[src/rtl/tz_local_time_resolver_unit_defines.svh]
// assertion macros
`ifndef TZ_LOCAL_TIME_RESOLVER_UNIT_DEFINES_SVH
`define TZ_LOCAL_TIME_RESOLVER_UNIT_DEFINES_SVH
`define TZ_ASSERT_IMPL(label, clk, rst_n, a, c) \
    label: assert property (@(posedge clk) disable iff (!rst_n) (a) |-> (c)) \
        else $error("assertion failed");
`define TZ_ASSERT_NEXT(label, clk, rst_n, a, c) \
    label: assert property (@(posedge clk) disable iff (!rst_n) (a) |=> (c)) \
        else $error("assertion failed");
`endif

[src/rtl/tzlr_pkg.sv]
package tzlr_pkg;
    localparam int MaxTransitionsDefault = 256;
    localparam int TimeW = 39;
    localparam int OffW = 18;
    localparam int MinW = 12;
    localparam logic signed [TimeW-1:0] FirstValidTime = -39'sd62135596800;
    localparam logic [1:0] CmdClear = 2'd0;
    localparam logic [1:0] CmdAppend = 2'd1;
    localparam logic [1:0] CmdUtc = 2'd2;
    localparam logic [1:0] CmdLocal = 2'd3;
    localparam logic [1:0] ErrOk = 2'd0;
    localparam logic [1:0] ErrEmpty = 2'd1;
    localparam logic [1:0] ErrFull = 2'd2;
    localparam logic [1:0] ErrBefore = 2'd3;
    localparam logic [1:0] ValUnique = 2'd0;
    localparam logic [1:0] ValAmbig = 2'd1;
    localparam logic [1:0] ValInvalid = 2'd2;

    // controller to datapath commands
    typedef struct packed {
        logic load;      // latch input item
        logic clear;
        logic append;
        logic search_init;
        logic search_step;
        logic rd_cur;    // issue read of current entry
        logic rd_prev;
        logic rd_next;
        logic cap_cur;   // capture read data
        logic cap_prev;
        logic cap_next;
        logic compute;   // register result
        logic [1:0] err;
    } t_ctrl;

    // datapath status
    typedef struct packed {
        logic [1:0] cmd;
        logic empty;
        logic full;
        logic search_done;
        logic found;
        logic has_prev;
        logic has_next;
    } t_stat;
endpackage

[src/rtl/tzlr_controller.sv]
module tzlr_controller (
    input  logic i_clk,
    input  logic i_rst_n,
    input  logic i_start,
    input  tzlr_pkg::t_stat i_stat,
    output tzlr_pkg::t_ctrl o_ctrl,
    output logic o_busy,
    output logic o_done
);
    localparam logic [3:0] SIdle = 4'd0;
    localparam logic [3:0] SDecode = 4'd1;
    localparam logic [3:0] SSearch = 4'd2;
    localparam logic [3:0] SRdCur = 4'd3;
    localparam logic [3:0] SRdPrev = 4'd4;
    localparam logic [3:0] SRdNext = 4'd5;
    localparam logic [3:0] SCapNext = 4'd6;
    localparam logic [3:0] SResult = 4'd7;
    localparam logic [3:0] SDone = 4'd8;
    localparam logic [3:0] SFirst = 4'd9;

    logic [3:0] r_state, n_state;
    logic [1:0] r_err, n_err;

    always_comb begin
        n_state = r_state;
        n_err = r_err;
        o_ctrl = '0;
        o_ctrl.err = r_err;
        case (r_state)
            SIdle: begin
                if (i_start) begin
                    o_ctrl.load = 1'b1;
                    n_state = SDecode;
                end
            end
            SDecode: begin
                n_err = tzlr_pkg::ErrOk;
                o_ctrl.search_init = 1'b1;
                case (i_stat.cmd)
                    tzlr_pkg::CmdClear: begin
                        o_ctrl.clear = 1'b1;
                        n_state = SResult;
                    end
                    tzlr_pkg::CmdAppend: begin
                        if (i_stat.full) n_err = tzlr_pkg::ErrFull;
                        else o_ctrl.append = 1'b1;
                        n_state = SResult;
                    end
                    default: begin
                        if (i_stat.empty) begin
                            n_err = tzlr_pkg::ErrEmpty;
                            n_state = SResult;
                        end else begin
                            n_state = SFirst;
                        end
                    end
                endcase
            end
            SFirst: begin
                o_ctrl.search_step = 1'b1;
                n_state = SSearch;
            end
            SSearch: begin
                if (i_stat.search_done) begin
                    if (!i_stat.found) begin
                        n_err = tzlr_pkg::ErrBefore;
                        n_state = SResult;
                    end else begin
                        o_ctrl.rd_cur = 1'b1;
                        n_state = SRdCur;
                    end
                end else begin
                    o_ctrl.search_step = 1'b1;
                end
            end
            SRdCur: begin
                o_ctrl.cap_cur = 1'b1;
                o_ctrl.rd_prev = 1'b1;
                n_state = SRdPrev;
            end
            SRdPrev: begin
                o_ctrl.cap_prev = 1'b1;
                o_ctrl.rd_next = 1'b1;
                n_state = SRdNext;
            end
            SRdNext: begin
                o_ctrl.cap_next = 1'b1;
                n_state = SCapNext;
            end
            SCapNext: n_state = SResult;
            SResult: begin
                o_ctrl.compute = 1'b1;
                n_state = SDone;
            end
            SDone: n_state = SIdle;
            default: n_state = SIdle;
        endcase
    end

    always_ff @(posedge i_clk) begin
        if (!i_rst_n) begin
            r_state <= SIdle;
            r_err <= tzlr_pkg::ErrOk;
        end else begin
            r_state <= n_state;
            r_err <= n_err;
        end
    end

    assign o_busy = (r_state != SIdle);
    assign o_done = (r_state == SDone);
endmodule

[config.mk]
export PLATFORM = sky130hd
export DESIGN_NAME = tzlr_controller
export DESIGN_NICKNAME = d
export VERILOG_FILES = /design/src/rtl/tz_local_time_resolver_unit_defines.svh /design/src/rtl/tzlr_pkg.sv /design/src/rtl/tzlr_controller.sv
export SDC_FILE = /design/constraint.sdc
export NUM_CORES = 1
export LEC_CHECK = 0
export BUFFER_PORTS_ARGS = -buffer_cell sky130_fd_sc_hd__buf_4
export CAP_MARGIN = 10
export CORE_AREA = 2 2 39 41
export DETAILED_ROUTE_END_ITERATION = 8
export DIE_AREA = 0 0 41 43
export PLACE_DENSITY_LB_ADDON = 0.05
export SYNTH_ARGS = -nofsm -noshare
export SYNTH_HDL_FRONTEND = slang
export SYNTH_SLANG_ARGS = --single-unit
[constraint.sdc]
create_clock -name i_clk -period 1.5 [get_ports i_clk]
set_input_delay 0.075 -clock i_clk [delete_from_list [all_inputs] [get_ports i_clk]]
set_output_delay 0.075 -clock i_clk [all_outputs]
set_load 0.05 [all_outputs]
==> flow_summary.json <==
{
  "status": "completed",
  "fin_crit_ps": 1450,
  "cts_tree": "yes",
  "synthMuxAreaShare_pct": 2.37,
  "async_reset_ff_share_pct": 0,
  "cts_root_buf": "clkbuf_4",
  "yosys.area_share.simple_pct": 43.7,
  "synth_cells": 58,
  "synth.net_count": 69,
  "yosysWarnings": 0,
  "grt_pass1_vias": 445,
  "h-tree-depth": 1,
  "fp.coreArea_um2": 1380,
  "cp.required_ps": 1420,
  "fmax_mhz": 690,
  "hpwl_um": 936,
  "drive_above_1_share_pct": 57.6,
  "layout_common_cells": "28 x buf_4, 7 x nand2_1, 4 x nor2_1",
  "final_nets": 98,
  "vias_per_cell": 5.13,
  "synth_edf_count": 0,
  "synth_top_family_by_area": "simple AND/OR/NAND/NOR gates",
  "cp-start-kind": "flip-flop",
  "place.port_buffers": 24,
  "path_delay_family": "simple AND/OR/NAND/NOR gates",
  "cts_buffers": 3,
  "hold_slack_ps": 93.9,
  "tightest_slew_ps": 314,
  "clkLatencyLatePin_ps": 240,
  "cp-end-kind": "output port",
  "vdd_ir_drop_max_v": 0.000749,
  "vias": 518,
  "slowest_stage": "dfxtp_4",
  "antenna-diode-count": 0,
  "antenna_found_initial": 0,
  "synthAdderAreaFrac_pct": 0,
  "final_common_cell": "buf_4",
  "synth_cell_types": 29,
  "cts_hold_buf": 0,
  "die_x_um": 41,
  "hold_viol": 0,
  "setup_ws_ps": 50.6,
  "synth_compound_area_share_pct": 18.9,
  "placed_area_um2": 707,
  "area_delta_synth_final_pct": 57.9,
  "synth-seq-cells": 6,
  "die_h_um": 43,
  "synth-seq-area-share_pct": 25.3,
  "maxCapViolations": 0,
  "grt_max_degree": 13,
  "grt_use_total_pct": 15.4,
  "post-place-ws_ps": 136,
  "register_area_um2": 128,
  "critPathMaxFanout": 6,
  "synth_area_um2": 475,
  "multiInputGateArea_um2": 348,
  "synth_xor_area_share_pct": 0,
  "initial_core_util_pct": 34.4,
  "die-area_um2": 1760,
  "clock_skew_ps": 2.83,
  "wl_per_cell_um": 11.7,
  "critical_path_class": "flip-flop to output port",
  "power.density_nw_per_um2": 1230,
  "grt_pass1_wl_um": 1790,
  "dp_cells": 97,
  "synth_top_flop_cell": "dfxtp_1",
  "grt_overflow": 0,
  "ios": 27,
  "worstPathArrival_ps": 1370,
  "cts.sinks": 6,
  "wl_um": 1180,
  "ant_nets": 0,
  "finalCritPeriodShare_pct": 96.6,
  "drt_first_iter_violations": 10,
  "cts_max_path_buffers": 2,
  "gp_congestion": 0.654,
  "fillers": 132,
  "path_buf_inv": 1,
  "clkTransAtPathRegs_ps": 50,
  "path_cells": "nor4b_4 > and4bb_2 > buf_6",
  "rsz0062_at_grt": "yes",
  "relSlewSlack_pct": 78.9,
  "finalInstanceArea_um2": 751,
  "setup_violations": 0,
  "drc": 0,
  "first_pass_iters": 3,
  "slew_violations": 0,
  "num_rows": 14,
  "p_leak_nw": 0.340,
  "syn_avg_cell_area_um2": 8.20,
  "utilization_pct": 54.2,
  "slowest_delay_ps": 360,
  "stdcell_count": 101,
  "min_path_type": "input port to flip-flop"
}
## cells by family after synthesis
family / count (synthesis)
AOI/OAI and AO/OA: 13
muxes: 1
DFF: 6
buffers and inverters: 6
and+or+nand+nor: 32
## layout make-up
| type | instances | area share (%) |
|---|---|---|
| Timing Repair Buffer | 30 | 31.0 |
| Multi-Input combinational cell | 46 | 46.3 |
| Clock buffer | 3 | 3.00 |
| Tap cell | 16 | 2.67 |
| Sequential cell | 6 | 17.0 |
## sequential cells by signal, summed over array words and instances, names as in the netlist
signal / cells
r_state: 4
r_err: 2
## metal layers
layer / vias to the layer above / wire (µm) / GRT usage (%)
met5: - / 0 / 0
met3: 2 / 97 / 3.66
met4: 0 / 10 / 10.0
li1: 263 / - / -
met2: 21 / 579 / 23.8
met1: 232 / 489 / 17.8
## cells in the mapped netlist, drive strengths merged (2+ instances only)
| master | count | area (µm²) |
|---|---|---|
| a21oi | 3 | 15.0 |
| buf | 5 | 42.5 |
| dfxtp | 6 | 120 |
| nand2 | 7 | 26.3 |
| nor2 | 6 | 22.5 |
| nor2b | 3 | 18.8 |
| nor3 | 3 | 15.0 |
| nor4b | 3 | 41.3 |
| o211ai | 2 | 15.0 |
| o21ai | 3 | 15.0 |
| o311a | 2 | 22.5 |
## power by group
part | internal, mW | leakage, nW | switching, mW
combinational | 0.215 | 0.275 | 0.336
clock | 0.0906 | 0.0138 | 0.0594
sequential | 0.192 | 0.0512 | 0.0334
## metrics by stage
step,setup TNS (ps),power [mW]
2_1_floorplan,-1160,0.623
3_3_place_gp,0,0.765
3_5_place_dp,0,0.767
4_1_cts,0,0.928
5_1_grt,-61.5,0.983
6_report,0,0.926
## final timing paths
check	startpoint	end	slack, ps	depth (start not counted)
hold / removal	i_rst_n	r_state[3]	90	2
setup reg to reg	r_state[1]	r_state[2]	230	4
hold reg to reg	r_err[0]	r_err[0]	520	1
setup / recovery	r_state[1]	o_ctrl[11]	50	3
## timing repair
| action | 4_1_cts | 5_1_grt |
|---|---|---|
| endpoints found under the setup margin | 8 | 9 |
| setup buffers | 0 | 1 |
| resized for setup | 4 | 2 |
| cloned | 0 | 0 |
| pin swaps | 2 | 2 |
No activity file was read; power rests on OpenSTA's default activity.
